--- config.mk ---
export PLATFORM = sky130hd
export DESIGN_NAME = otsu_cmdq
export DESIGN_NICKNAME = d
export VERILOG_FILES = /design/src/rtl/core/otsu_pkg.sv /design/src/rtl/core/otsu_cmdq.sv
export SDC_FILE = /design/constraint.sdc
export NUM_CORES = 1
export LEC_CHECK = 0
export BUFFER_PORTS_ARGS = -buffer_cell sky130_fd_sc_hd__buf_2
export CAP_MARGIN = 15
export CORE_UTILIZATION = 53
export CTS_CLUSTER_SIZE = 12
export DETAILED_ROUTE_END_ITERATION = 6
export GPL_TIMING_DRIVEN = 1
export HOLD_SLACK_MARGIN = 0.12
export PLACE_DENSITY = 0.81
export SYNTH_ARGS = -nofsm -noshare
export SYNTH_HDL_FRONTEND = slang
export SYNTH_SLANG_ARGS = --single-unit
export TNS_END_PERCENT = 20
--- constraint.sdc ---
create_clock -name aclk -period 2.8 [get_ports aclk]
set_clock_uncertainty 0.15 [all_clocks]
set_input_delay 0.28 -clock aclk [delete_from_list [all_inputs] [get_ports aclk]]
set_output_delay 0.28 -clock aclk [all_outputs]
set_load 0.03 [all_outputs]
--- src/rtl/core/otsu_pkg.sv ---
package otsu_pkg;

    localparam int BINS       = 256;
    localparam int MAX_PIXELS = 1048576;
    localparam int COUNT_W    = 21;
    localparam int COUNT_MAX  = (2 ** COUNT_W) - 1;
    localparam int PIX_CAP    = (MAX_PIXELS > COUNT_MAX) ? COUNT_MAX : MAX_PIXELS;
    localparam int IDX_W      = (BINS > 1) ? $clog2(BINS) : 1;
    localparam int SPAN_W     = $clog2(BINS + 1) + 1;
    localparam int LVL_W      = 8;
    localparam int SUM_W      = COUNT_W + LVL_W;
    localparam int QUO_W      = LVL_W;
    localparam int STEP_W     = $clog2(QUO_W);
    localparam int PP_W       = COUNT_W + 2 * LVL_W;
    localparam int SCORE_W    = 2 * COUNT_W + 2 * LVL_W;
    localparam int QDEPTH     = 2;
    localparam int QPTR_W     = $clog2(QDEPTH);
    localparam int QCNT_W     = $clog2(QDEPTH + 1);

    localparam logic [1:0] OP_ADD      = 2'd0;
    localparam logic [1:0] OP_CLASSIFY = 2'd1;
    localparam logic [1:0] OP_END      = 2'd2;
    localparam logic [1:0] OP_NONE     = 2'd3;

    localparam logic KIND_PIXEL  = 1'b0;
    localparam logic KIND_THRESH = 1'b1;

    localparam logic REG_LOW  = 1'b0;
    localparam logic REG_HIGH = 1'b1;

    typedef enum logic [1:0] {
        CMD_ADD,
        CMD_CLASSIFY,
        CMD_SWEEP
    } cmd_e;

    typedef struct packed {
        cmd_e             cmd;
        logic [LVL_W-1:0] pixel;
    } cmd_t;

    typedef enum logic [3:0] {
        ST_IDLE,
        ST_ADD_RD,
        ST_ADD_WR,
        ST_SUM_RD,
        ST_SUM_ACC,
        ST_SCAN_RD,
        ST_SCAN_LOAD,
        ST_DIV,
        ST_MUL1,
        ST_MUL2,
        ST_MUL3,
        ST_CMP,
        ST_EMIT
    } back_state_t;

endpackage

--- src/rtl/core/otsu_cmdq.sv ---
module otsu_cmdq (
    input  logic           aclk,
    input  logic           aresetn,
    input  logic           push,
    input  otsu_pkg::cmd_t push_cmd,
    input  logic           pop,
    output otsu_pkg::cmd_t head,
    output logic           empty,
    output logic           full
);
    import otsu_pkg::*;

    cmd_t              entry_reg [QDEPTH];
    logic [QPTR_W-1:0] wr_ptr_reg, wr_ptr_next;
    logic [QPTR_W-1:0] rd_ptr_reg, rd_ptr_next;
    logic [QCNT_W-1:0] count_reg, count_next;
    logic              do_push, do_pop;

    assign empty   = (count_reg == '0);
    assign full    = (count_reg == QCNT_W'(QDEPTH));
    assign head    = entry_reg[rd_ptr_reg];
    assign do_push = push && !full;
    assign do_pop  = pop && !empty;

    always_comb begin
        wr_ptr_next = do_push ? wr_ptr_reg + 1'b1 : wr_ptr_reg;
        rd_ptr_next = do_pop ? rd_ptr_reg + 1'b1 : rd_ptr_reg;
        count_next  = count_reg;
        if (do_push && !do_pop) begin
            count_next = count_reg + 1'b1;
        end else if (do_pop && !do_push) begin
            count_next = count_reg - 1'b1;
        end
    end

    always_ff @(posedge aclk) begin
        if (!aresetn) begin
            wr_ptr_reg <= '0;
            rd_ptr_reg <= '0;
            count_reg  <= '0;
        end else begin
            wr_ptr_reg <= wr_ptr_next;
            rd_ptr_reg <= rd_ptr_next;
            count_reg  <= count_next;
        end
    end

    always_ff @(posedge aclk) begin
        if (do_push) begin
            entry_reg[wr_ptr_reg] <= push_cmd;
        end
    end

endmodule

==> impl_metrics.tcl <==
set metrics [dict create \
    syn_avg_cell_area_um2 16.59 \
    design.core.area_mm2 0.001594 \
    grt_pass1_vias 624 \
    via_count 581 \
    cts_tree "built" \
    power_density_mw_per_mm2 857.2 \
    worstPathCellList "mux2_2 -> buf_2" \
    syn-instance-count 57 \
    numPortBuffers 25 \
    layout_commonest_cell "buf_2" \
    synth_compound_area_share_pct 3.175 \
    grt_use_total_pct 17.91 \
    rsz0062_at_grt "false" \
    post-route-period-util_pct 68.13 \
    synth_area_um2 945.9 \
    final_util_pct 77.39 \
    layout-drive-gt1-share_pct 41.67 \
    synth-simple-area-share_pct 5.026 \
    post_cts_buffers 0 \
    fp.dieW_um 44.25 \
    wl_per_cell_um 12.39 \
    cts_buffer_depth 2 \
    syn-num-nets 72 \
    critPathKind "flop to output port" \
    vdd_drop_max_uv 616.7 \
    p_leak_nw 0.4973 \
    cts_sinks 25 \
    slew_headroom_pct 45.40 \
    path_clk_slew_ns 0.12 \
    yosysSeqAreaShare_pct 74.07 \
    root_buffer "clkbuf_4" \
    tns_ns 0 \
    fin_ws_ns 0.8925 \
    grt_max_degree 15 \
    slowest_stage "dfxtp_1" \
    max_stage_delay_ns 0.61 \
    area_delta_synth_final_pct 30.42 \
    firstDrtPassIters 7 \
    dieArea_mm2 0.001958 \
    clk_latency_ns 0.30 \
    ys_ff_latch 25 \
    max_cap_viol_count 0 \
    final_antenna_net_count 0 \
    die_h_um 44.25 \
    synth_cell_types 16 \
    cts.htree.levels 1 \
    final_cell_mix "buf_2 (25), edfxtp_1 (20), dlygate4sd3_1 (11)" \
    crit_buf_inv 1 \
    violations "DRC" \
    hp-class "input pin to flop" \
    wirelength_mm 1.487 \
    final_nets 112 \
    place_ws_ns 0.9945 \
    drcViolationCount 1 \
    largest_reg_flops 20 \
    worst_pin_slew_ns 0.8146 \
    final-max-slew-violation-count 0 \
    cts_buffers 3 \
    required_ns 2.37 \
    total_power_mw 1.057 \
    fmax_mhz 524.2 \
    end_kind "output port" \
    grt_overflow 0 \
    synth_xor_area_share_pct 2.778 \
    antenna_found_initial 0 \
    cp_max_fo 10 \
    crit_family "flip-flops" \
    via_per_inst 4.842 \
    setup_viol 0 \
    ys_warn_count 0 \
    initialDrtViolationCount 19 \
    status "finished, violations left" \
    grt_pass1_wl_mm 2.415 \
    ios 26 \
    placed_cell_area_mm2 0.001096 \
    finalCriticalPeriod_ns 1.908 \
    row_count 14 \
    start_util_pct 59.34 \
    synth_fa_ha_area_share_pct 1.323 \
    hold_viol 0 \
    gp_congestion 0.6597 \
    startpoint_type "flop" \
    arrival_ns 1.48 \
    muxShareOfSynthArea_pct 11.90 \
    design_area_mm2 0.001234 \
    synth_top_family_by_area "multiplexers" \
    n_antenna_cell 0 \
]
[metal layers]
metal,global-route usage [%],vias up,wire length [um]
met5,0,-,0
met4,9.091,0,9
met2,36.76,19,864
li1,-,288,-
met3,2.449,2,48
met1,16.38,272,565
[timing repair]
| item | 4_1_cts | 5_1_grt |
|---|---|---|
| resized for setup | 0 | 0 |
| endpoints found under the hold margin | 25 | 0 |
| hold buffers | 11 | 0 |
[metrics by stage]
stage	hold WS (ns)	std cells
2_1_floorplan	0.2289	57
4_1_cts	0.1723	120
3_3_place_gp	0.3188	105
6_report	0.1822	120
3_5_place_dp	0.3232	105
5_1_grt	0.1935	120
[final timing paths]
kind / from / to / slack (ns) / cells after the start
hold / removal: push / wr_ptr_reg / 0.18 / 3
hold reg to reg: rd_ptr_reg / rd_ptr_reg / 0.38 / 2
setup / recovery: flop / head[1] / 0.89 / 2
setup reg to reg: count_reg[0] / entry_reg[0][8] / 1.01 / 3
[cell type report]
type	count	area, um2
Sequential cell	25	700.7
Fill cell	109	360.3
Timing Repair Buffer	36	235.2
Multi-Input combinational cell	28	229.0
Tap cell	24	30.03
Clock buffer	3	22.52
Inverter	3	11.26
Clock inverter	1	5.005
[report_power, final]
group / internal, mW / switching, mW
sequential: 0.473 / 0.0459
clock: 0.0533 / 0.0979
combinational: 0.150 / 0.237
total: 0.677 / 0.381
[cells by family after synthesis]
family                     after synthesis
xor gates and xnor gates                 3
adders and majority gates                1
and+or+nand+nor                          9
muxes                                   10
buffers and inverters                    4
AOI/OAI and AO/OA                        5
DFF                                     25
[worst min-delay path: stages]
cell	delay, ns
buf_2	0.09
a21boi_0	0.07
o21a_1	0.16
[Yosys cell counts (all sizes together)]
master	count	share of area (%)
xor2	3	2.8
inv	3	1.2
dfxtp	5	11
and3	1	0.66
or3	1	0.66
mux2	10	12
nand2b	1	0.66
a21boi	1	0.79
o21a	1	0.79
ha	1	1.3
buf	1	0.53
a21oi	1	0.53
nor3	1	1.1
o21ai	2	1.1
nor2	5	2.0
edfxtp	20	63
(Power assumes the default switching activity.)
